File: src/rtl/core/assert_macros.svh
// Assertion macros for the timer RTL.
// Define NO_ASSERTIONS to compile them out.
`ifndef ASSERT_MACROS_SVH
`define ASSERT_MACROS_SVH

`ifndef NO_ASSERTIONS

// Check a property on every rising clock edge outside reset.
`define ASSERT_PROP(lbl, prop, msg) \
  lbl: assert property (@(posedge clk_i) disable iff (!rst_ni) (prop)) else $error(msg);

// Check that a condition never holds outside reset.
`define ASSERT_NEVER(lbl, expr, msg) \
  lbl: assert property (@(posedge clk_i) disable iff (!rst_ni) !(expr)) else $error(msg);

`else

`define ASSERT_PROP(lbl, prop, msg)
`define ASSERT_NEVER(lbl, expr, msg)

`endif

`endif

File: src/rtl/core/dtt_pkg.sv
`default_nettype none

package dtt_pkg;

  // Command codes carried by one input word
  typedef enum logic [1:0] {
    CmdTick    = 2'd0,
    CmdRead    = 2'd1,
    CmdWrite   = 2'd2,
    CmdTakeIrq = 2'd3
  } cmd_e;

  // Sequencer states
  typedef enum logic {
    StIdle = 1'b0,
    StRun  = 1'b1
  } state_e;

  // Register addresses
  localparam logic [15:0] AddrDiv  = 16'hFF04;
  localparam logic [15:0] AddrTima = 16'hFF05;
  localparam logic [15:0] AddrTma  = 16'hFF06;
  localparam logic [15:0] AddrTac  = 16'hFF07;

  // Control register fields
  localparam logic [2:0] TacEnable = 3'h4;
  localparam logic [2:0] TacMask   = 3'h7;
  localparam logic [2:0] TacSel    = 3'h3;

  localparam int unsigned DivW   = 16;
  localparam int unsigned ByteW  = 8;
  localparam int unsigned TacW   = 3;

  // Sequencer to datapath control
  typedef struct packed {
    logic accept;  // input word taken this cycle
    logic step;    // advance the divider by one
    logic last;    // final divider step of a tick word
  } seq_ctrl_t;

  // Timer signal: selected divider bit gated by the enable bit
  function automatic logic timer_sig(input logic [DivW-1:0] div, input logic [TacW-1:0] tac);
    logic b;
    case (tac & TacSel)
      3'd0:    b = div[9];
      3'd1:    b = div[3];
      3'd2:    b = div[5];
      3'd3:    b = div[7];
      default: b = 1'b0;
    endcase
    return b & ((tac & TacEnable) != 3'd0);
  endfunction

endpackage

`default_nettype wire

File: src/rtl/core/div_tima_timer.sv
// Timing: bus read, bus write, take-interrupt and zero-count tick words strobe done_o
// in the cycle after the accepting edge. A tick word of n > 0 steps the divider once per
// cycle in the shared edge unit and strobes done_o once its final step is registered;
// busy_o is high meanwhile. Throughput: one word per cycle while busy_o is low; results
// are strobed on done_o for one cycle and the receiver cannot stall.
// Async active-low reset zeroes all state.
`default_nettype none

`include "assert_macros.svh"

module div_tima_timer import dtt_pkg::*; (
  input  logic             clk_i,
  input  logic             rst_ni,
  input  logic             start_i,
  output logic             busy_o,
  input  logic [1:0]       cmd_i,
  input  logic [ByteW-1:0] tick_count_i,
  input  logic [15:0]      bus_address_i,
  input  logic [ByteW-1:0] write_data_i,
  output logic             done_o,
  output logic [ByteW-1:0] read_data_o,
  output logic             hit_o,
  output logic             irq_o
);

  seq_ctrl_t ctrl;

  logic [DivW-1:0]  divider_q, divider_d;
  logic [ByteW-1:0] counter_q, counter_d;
  logic [ByteW-1:0] reload_q, reload_d;
  logic [TacW-1:0]  tac_q, tac_d;
  logic             irq_flag_q, irq_flag_d;

  logic             done_q, done_d;
  logic [ByteW-1:0] rdata_q, rdata_d;
  logic             hit_q, hit_d;
  logic             irq_q, irq_d;

  logic [DivW-1:0]  div_new;
  logic [TacW-1:0]  tac_new;
  logic [ByteW-1:0] unit_counter;
  logic             unit_irq;

  dtt_seq u_seq (
    .clk_i        (clk_i),
    .rst_ni       (rst_ni),
    .start_i      (start_i),
    .cmd_i        (cmd_i),
    .tick_count_i (tick_count_i),
    .busy_o       (busy_o),
    .ctrl_o       (ctrl)
  );

  dtt_step_unit u_step (
    .div_old_i (divider_q),
    .tac_old_i (tac_q),
    .div_new_i (div_new),
    .tac_new_i (tac_new),
    .counter_i (counter_q),
    .reload_i  (reload_q),
    .counter_o (unit_counter),
    .irq_set_o (unit_irq)
  );

  // Apply a divider step or the accepted word to the timer state
  always_comb begin
    divider_d  = divider_q;
    counter_d  = counter_q;
    reload_d   = reload_q;
    tac_d      = tac_q;
    irq_flag_d = irq_flag_q;
    div_new    = divider_q;
    tac_new    = tac_q;
    rdata_d    = '0;
    hit_d      = 1'b0;
    irq_d      = 1'b0;
    done_d     = 1'b0;

    if (ctrl.step) begin
      div_new    = divider_q + {{(DivW-1){1'b0}}, 1'b1};
      divider_d  = div_new;
      counter_d  = unit_counter;
      irq_flag_d = irq_flag_q | unit_irq;
      done_d     = ctrl.last;
    end else if (ctrl.accept) begin
      done_d = !((cmd_i == CmdTick) && (tick_count_i != '0));
      case (cmd_i)
        CmdRead: begin
          hit_d = 1'b1;
          case (bus_address_i)
            AddrDiv:  rdata_d = divider_q[DivW-1 -: ByteW];
            AddrTima: rdata_d = counter_q;
            AddrTma:  rdata_d = reload_q;
            AddrTac:  rdata_d = {{(ByteW-TacW){1'b0}}, tac_q};
            default:  hit_d = 1'b0;
          endcase
        end
        CmdWrite: begin
          hit_d = 1'b1;
          case (bus_address_i)
            AddrDiv: begin
              div_new    = '0;
              divider_d  = '0;
              counter_d  = unit_counter;
              irq_flag_d = irq_flag_q | unit_irq;
            end
            AddrTima: counter_d = write_data_i;
            AddrTma:  reload_d  = write_data_i;
            AddrTac: begin
              tac_new    = write_data_i[TacW-1:0] & TacMask;
              tac_d      = tac_new;
              counter_d  = unit_counter;
              irq_flag_d = irq_flag_q | unit_irq;
            end
            default: hit_d = 1'b0;
          endcase
        end
        CmdTakeIrq: begin
          irq_d      = irq_flag_q;
          irq_flag_d = 1'b0;
        end
        default: ;
      endcase
    end
  end

  always_ff @(posedge clk_i or negedge rst_ni) begin
    if (!rst_ni) begin
      divider_q  <= '0;
      counter_q  <= '0;
      reload_q   <= '0;
      tac_q      <= '0;
      irq_flag_q <= 1'b0;
      done_q     <= 1'b0;
      rdata_q    <= '0;
      hit_q      <= 1'b0;
      irq_q      <= 1'b0;
    end else begin
      divider_q  <= divider_d;
      counter_q  <= counter_d;
      reload_q   <= reload_d;
      tac_q      <= tac_d;
      irq_flag_q <= irq_flag_d;
      done_q     <= done_d;
      rdata_q    <= rdata_d;
      hit_q      <= hit_d;
      irq_q      <= irq_d;
    end
  end

  assign done_o      = done_q;
  assign read_data_o = rdata_q;
  assign hit_o       = hit_q;
  assign irq_o       = irq_q;

  // Result strobe never overlaps a running tick
  `ASSERT_NEVER(a_done_not_busy, done_o && busy_o, "result strobe while busy")
  // A run starts only from an accepted word
  `ASSERT_PROP(a_busy_from_start, $rose(busy_o) |-> $past(start_i), "busy without start")
  // Taking the interrupt clears the flag
  `ASSERT_PROP(a_take_clears, (ctrl.accept && (cmd_i == CmdTakeIrq)) |=> !irq_flag_q,
               "interrupt flag not cleared")
  // Bus fields and interrupt result are exclusive
  `ASSERT_NEVER(a_irq_excl, irq_o && (hit_o || (read_data_o != '0)), "irq with bus result")

endmodule

`default_nettype wire

File: src/rtl/core/dtt_step_unit.sv
`default_nettype none

// Shared edge unit: compare the timer signal before and after a change of
// divider or control, and count the counter on a falling edge.
module dtt_step_unit import dtt_pkg::*; (
  input  logic [DivW-1:0]  div_old_i,
  input  logic [TacW-1:0]  tac_old_i,
  input  logic [DivW-1:0]  div_new_i,
  input  logic [TacW-1:0]  tac_new_i,
  input  logic [ByteW-1:0] counter_i,
  input  logic [ByteW-1:0] reload_i,
  output logic [ByteW-1:0] counter_o,
  output logic             irq_set_o
);

  logic             fall;
  logic [ByteW:0]   inc;

  // Detect the falling edge of the timer signal
  assign fall = timer_sig(div_old_i, tac_old_i) & ~timer_sig(div_new_i, tac_new_i);

  // Increment, reload on overflow
  assign inc = {1'b0, counter_i} + {{ByteW{1'b0}}, 1'b1};

  always_comb begin
    counter_o = counter_i;
    irq_set_o = 1'b0;
    if (fall) begin
      if (inc[ByteW]) begin
        counter_o = reload_i;
        irq_set_o = 1'b1;
      end else begin
        counter_o = inc[ByteW-1:0];
      end
    end
  end

endmodule

`default_nettype wire

File: src/rtl/core/dtt_seq.sv
`default_nettype none

// Sequencer: take a word, then run one divider step per cycle for a tick.
module dtt_seq import dtt_pkg::*; (
  input  logic             clk_i,
  input  logic             rst_ni,
  input  logic             start_i,
  input  logic [1:0]       cmd_i,
  input  logic [ByteW-1:0] tick_count_i,
  output logic             busy_o,
  output seq_ctrl_t        ctrl_o
);

  state_e           state_q, state_d;
  logic [ByteW-1:0] remain_q, remain_d;
  logic             accept;

  assign accept = start_i && (state_q == StIdle);

  // Next state
  always_comb begin
    state_d  = state_q;
    remain_d = remain_q;
    case (state_q)
      StIdle: begin
        if (accept && (cmd_i == CmdTick) && (tick_count_i != '0)) begin
          state_d  = StRun;
          remain_d = tick_count_i;
        end
      end
      StRun: begin
        remain_d = remain_q - {{(ByteW-1){1'b0}}, 1'b1};
        if (remain_q == {{(ByteW-1){1'b0}}, 1'b1}) begin
          state_d = StIdle;
        end
      end
      default: state_d = StIdle;
    endcase
  end

  // Outputs
  always_comb begin
    busy_o        = (state_q == StRun);
    ctrl_o.accept = accept;
    ctrl_o.step   = (state_q == StRun);
    ctrl_o.last   = (state_q == StRun) && (remain_q == {{(ByteW-1){1'b0}}, 1'b1});
  end

  always_ff @(posedge clk_i or negedge rst_ni) begin
    if (!rst_ni) begin
      state_q  <= StIdle;
      remain_q <= '0;
    end else begin
      state_q  <= state_d;
      remain_q <= remain_d;
    end
  end

endmodule

`default_nettype wire

File: config.mk
export PLATFORM = sky130hd
export DESIGN_NAME = div_tima_timer
export DESIGN_NICKNAME = d
export VERILOG_FILES = /design/src/rtl/core/dtt_pkg.sv /design/src/rtl/core/div_tima_timer.sv /design/src/rtl/core/dtt_step_unit.sv /design/src/rtl/core/dtt_seq.sv
export VERILOG_INCLUDE_DIRS = /design/src /design/src/rtl/core
export SDC_FILE = /design/constraint.sdc
export NUM_CORES = 1
export LEC_CHECK = 0
export ABC_CLOCK_PERIOD_IN_PS = 3000
export CORE_MARGIN = 10
export CORE_UTILIZATION = 45
export CTS_CLUSTER_SIZE = 16
export DETAILED_ROUTE_END_ITERATION = 8
export DONT_BUFFER_PORTS = 1
export PLACE_DENSITY_LB_ADDON = 0.3
export SETUP_SLACK_MARGIN = 0.02
export SLEW_MARGIN = 20
export SYNTH_ARGS = -nofsm -noshare
export SYNTH_HDL_FRONTEND = slang
export SYNTH_SLANG_ARGS = --single-unit
File: constraint.sdc
create_clock -name clk_i -period 3 [get_ports clk_i]
set_clock_uncertainty 0.2 [all_clocks]
set_input_delay 0.6 -clock clk_i [delete_from_list [all_inputs] [get_ports clk_i]]
set_output_delay 0.6 -clock clk_i [all_outputs]
set_load 0.01 [all_outputs]
# Word level (Yosys, flattened, before mapping)
# Index checks and enable logic that the tools add are counted.
# totals
elab_cells,99
input_bits,37
out_inout_bits,12
reg_bits,56
# op_classes
add_sub_neg,3
reduce_logical,22
n_eq_ne,16
bitwise_logic,6
mux,40
# ops
op,n
8-bit 2-to-1 mux,9
16-bit equality test (second input constant),4
16-bit 2-to-1 mux,4
8-bit one-hot mux with 2 select lines,2
8-bit one-hot mux with 4 select lines,1
16-bit by 1-bit adder with 16-bit output (second input constant),1
1-bit 2-to-1 mux,16
2-bit equality test (second input constant),6
3-bit 2-to-1 mux,4
8-bit by 1-bit adder with 9-bit output (second input constant),1
3-bit AND reduction,3
8-bit by 1-bit equality test with 1-bit output (second input constant),1
1-bit one-hot mux with 4 select lines,2
8-bit nonzero test,1
8-bit by 1-bit subtractor with 8-bit output (second input constant),1
2-bit by 1-bit equality test with 1-bit output (second input constant),3
3-bit logical NOT,2
2-bit nonzero test,3
3-bit nonzero test,2
1-bit logical AND,5
1-bit one-hot mux with 2 select lines,2
4-bit AND reduction,1
2-bit OR reduction,2
4-bit OR reduction,1
other kinds (7),10

# Logic depth before layout (Yosys ltp)
# logic_depth
word_depth,16
ltp_mapped,11
ltp_nobuf,10

# By module
# Synthesis repeated with hierarchy kept, for this count alone.
# hier_totals
cells_unflattened,353
area_unflattened_um2,3339.5
# by_module_without_submodules
mod,area_per_inst_um2,seq_area_each_um2,cells_per_inst,instances
div_tima_timer,2422.3,1176.1,241,1
dtt_seq,560.5,225.2,62,1
dtt_step_unit,356.6,0.0,50,1

# Least setup slack after synthesis
# Ideal clock, no wire load.
# synth_path
kind,input to register
start,input bus_address_i[6]
end,register counter_q[7]
t_arrival_ps,3012
path_buffers,2
t_required_ps,2674
path_slack_ps,-338
stages,10
setup_time_ps,126
cell_sequence,nand4bb_1 -> or4_4 -> buf_6 -> nor4_4 -> mux2i_1 -> mux2i_1 -> a211o_2 -> and2_4 -> buf_6 -> a221o_1
# synth_via
elab_chain_len,15
elab_cells_between_ends,27
cone_classes,eq/ne (6); mux (14); bitwise (3); reduce/logical (4)
# synth_lines
item,line,text
from (decl),div_tima_timer.sv:18,"input logic [15:0] bus_address_i,"
16-bit equality test,div_tima_timer.sv:100,case (bus_address_i)
3-bit 2-to-1 mux,n/a,
3-bit 2-to-1 mux,div_tima_timer.sv:87,case (cmd_i)
3-bit 2-to-1 mux,n/a,
3-bit 2-to-1 mux,div_tima_timer.sv:79,if (ctrl.step) begin
2-bit equality test (tied with other cells),dtt_pkg.sv:44,case (tac & TacSel)
1-bit one-hot mux with 4 select lines,dtt_pkg.sv:44,
1-bit AND,dtt_pkg.sv:51,return b & ((tac & TacEnable) != 3'd0);
1-bit NOT,dtt_step_unit.sv:20,"assign fall = timer_sig(div_old_i, tac_old_i) & ~timer_sig(div_new_i, tac_new_i);"
1-bit AND,dtt_step_unit.sv:20,
8-bit 2-to-1 mux,dtt_step_unit.sv:28,if (fall) begin
8-bit one-hot mux with 2 select lines,div_tima_timer.sv:100,
8-bit 2-to-1 mux,div_tima_timer.sv:87,
8-bit 2-to-1 mux,div_tima_timer.sv:85,end else if (ctrl.accept) begin
8-bit 2-to-1 mux,div_tima_timer.sv:79,
to (signal assigned),div_tima_timer.sv:140,counter_q <= counter_d;
to (decl),div_tima_timer.sv:29,"logic [ByteW-1:0] counter_q, counter_d;"
# Parallel ways exist; a longest one is shown, timed or not. The select of a mux whose other input is x is not followed.
# A chain may end at the register's enable or synchronous reset.

# Final worst setup path
# Ends and elaborated chain as after synthesis.

==> impl_metrics.ini <==
[worst_setup_path]
cp-start-kind = input port
crit_path_end_kind = flip-flop
path_class = input port to flip-flop
worstPathMaxFanout = 7
worstPathRequired_ps = 3010
arrival_ps = 2850

[logic_synthesis]
synth-async-reset-ratio = 1.00
ys.flop_type = dfrtp_1
synthCells = 326
synth.avg_cell_area_um2 = 9.78
netlist_top_cells_area = dfrtp_1 (44%), nor2_1 (4.4%), mux2i_1 (4.1%), nand2_1 (3.5%), xor2_1 (3.3%)
synthesis.nets = 371
synth_enable_flop_cells = 0
ys_ff_latch = 56
synth_top_area_cell = dfrtp_1
ys_warn_count = 0
synth_top_area_share = 0.440
synth_area_um2 = 3190
ys_seq_area_frac = 0.440
yosysUniqueCellTypes = 57

[timing]
slew_viol_final = 0
period_minus_slack_ps = 2840
setup_viol_count_final = 0
min_period_over_period = 0.948
worst_pin_slew_ps = 507
fin_hold_ws_ps = 212
fmax_ghz = 0.351
rsz0062_at_grt = false
finalHoldViolations = 0
relSlewSlack = 0.661

[cts]
root_buffer = clkbuf_8
clock_latency_ps = 310
clockBufferDepth = 2
cts_tree = built
clk_pin_slew_ps = 100
cts_sinks = 56
htreeDepth = 2
cts_buffers = 5

[grt]
overflow = 0
track_usage = 0.151
grt_pass1_vias = 2587
grt_max_degree = 57
antenna_found_initial = 0
grt_pass1_wl_um = 13500

[drt]
dr.first_iter.drc_count = 183
dr.pass1.iters = 5
routed_wire_length_per_instance_um = 18.0
vias = 2611
drcViolationCount = 0
wl_um = 8040
ant_nets = 0
viasPerCell = 5.84

[floorplanning]
core-area_um2 = 6830
die-area_um2 = 10900
start_util = 0.467
ios = 49
die_w_um = 104
rows = 30
die_h_um = 104

[cells_and_area]
final_common_cell = dfrtp_1
diodes = 0
fin_nets = 395
area_growth_pct = 12.6
drive_gt1_frac = 0.174
final_cell_mix = dfrtp_1 (55), nor2_1 (37), nand2_1 (30)
fin_util = 0.525
design_area_um2 = 3590
final_cells = 447

[placed_design]
numPortBuffers = 0
gp_congestion = 0.908
place_area_um2 = 3420
place.detailed.hpwl_um = 5970
place_inst = 435

[power_and_ir_drop]
power.static_leakage_uw = 0.00154
power.density_nw_per_um2 = 641
peakVddDrop_mv = 0.322
power_uw = 2300

[hold_path]
hold_path.class = input port to flip-flop

[job]
max_cap_viol_count = 0

[status]
status = completed
-- cells by family after synthesis --
group	share of synthesized area
AO/OA/AOI/OAI	0.131
XOR/XNOR	0.0412
adder cells (fa/ha/maj)	0.0314
buffers and inverters	0.0275
flip-flops	0.440
multiplexers	0.0938
AND/OR/NAND/NOR	0.235
-- critical path: stages --
cell       delay (ps)
nand4bb_1         190
or4_4             570
nor4_4            200
mux2i_2           290
mux2i_1           130
a211o_2           410
and2_4            180
a221o_1           290
-- registers in the layout (all words and copies together) (netlist names) --
register	count
divider_q	16
counter_q	8
reload_q	8
done_o	1
u_seq.remain_q	8
u_seq.busy_o	1
tac_q	3
irq_o	1
irq_flag_q	1
read_data_o	8
hit_o	1
-- through the flow --
stage | TNS [ps] | worst slack [ps]
after global routing | 0 | 20.9
final | 0 | 155
after global placement | -791 | -111
after floorplan | -1930 | -337
after CTS | 0 | 129
after detailed placement | -1800 | -209
-- cell usage after synthesis, types with 4 or more instances --
master / instances
clkbuf_1: 5
nor2_1: 37
ha_1: 8
nand2b_1: 4
nand4_1: 6
a21oi_1: 18
nand3_1: 10
or3_1: 6
xor2_1: 12
nor4_1: 5
inv_1: 9
nor3_1: 6
mux2_2: 9
nand2_1: 30
dfrtp_1: 56
and3_1: 9
a211oi_1: 9
nor2b_1: 7
a31oi_1: 4
mux2i_1: 13
o21ai_0: 15
-- layer usage --
layer	vias to the layer above	track usage	routed length (um)
met4	0	0.0427	104
met5	-	0	0
met3	10	0.0440	615
met2	87	0.230	3680
li1	1243	-	-
met1	1271	0.202	3640
-- final timing paths --
| check | start | to | slack (ps) | cells after the start |
|---|---|---|---|---|
| setup / recovery | bus_address_i[6] | counter_q[7] | 160 | 8 |
| hold / removal | write_data_i[2] | tac_q[2] | 210 | 2 |
| setup reg to reg | divider_q[1] | counter_q[7] | 170 | 8 |
| hold reg to reg | u_seq.remain_q[5] | u_seq.remain_q[5] | 310 | 1 |
| max in group asynchronous | rst_ni | divider_q[0] | 1720 | 2 |
| min in group asynchronous | rst_ni | divider_q[10] | 620 | 2 |
-- power by group --
| part | total (uW) | switching (uW) | internal [uW] |
|---|---|---|---|
| Clock | 439 | 251 | 189 |
| Combinational | 721 | 372 | 349 |
| Sequential | 1140 | 217 | 923 |
-- timing repair --
| action | 4_1_cts | 5_1_grt |
|---|---|---|
| hold endpoints to repair | 56 | 0 |
| setup buffers | 0 | 2 |
| hold buffers | 2 | 0 |
| gates resized for setup | 0 | 6 |
| setup endpoints to repair | 0 | 7 |
-- area by class of cell --
cell class | instances | area [um^2]
Multi-Input combinational cell | 251 | 1720
Sequential cell | 56 | 1400
Inverter | 10 | 37.5
Clock inverter | 1 | 7.51
Timing Repair Buffer | 26 | 218
Tap cell | 96 | 120
Clock buffer | 7 | 86.3
Fill cell | 659 | 3240
No activity file was read; power rests on OpenSTA's default activity.
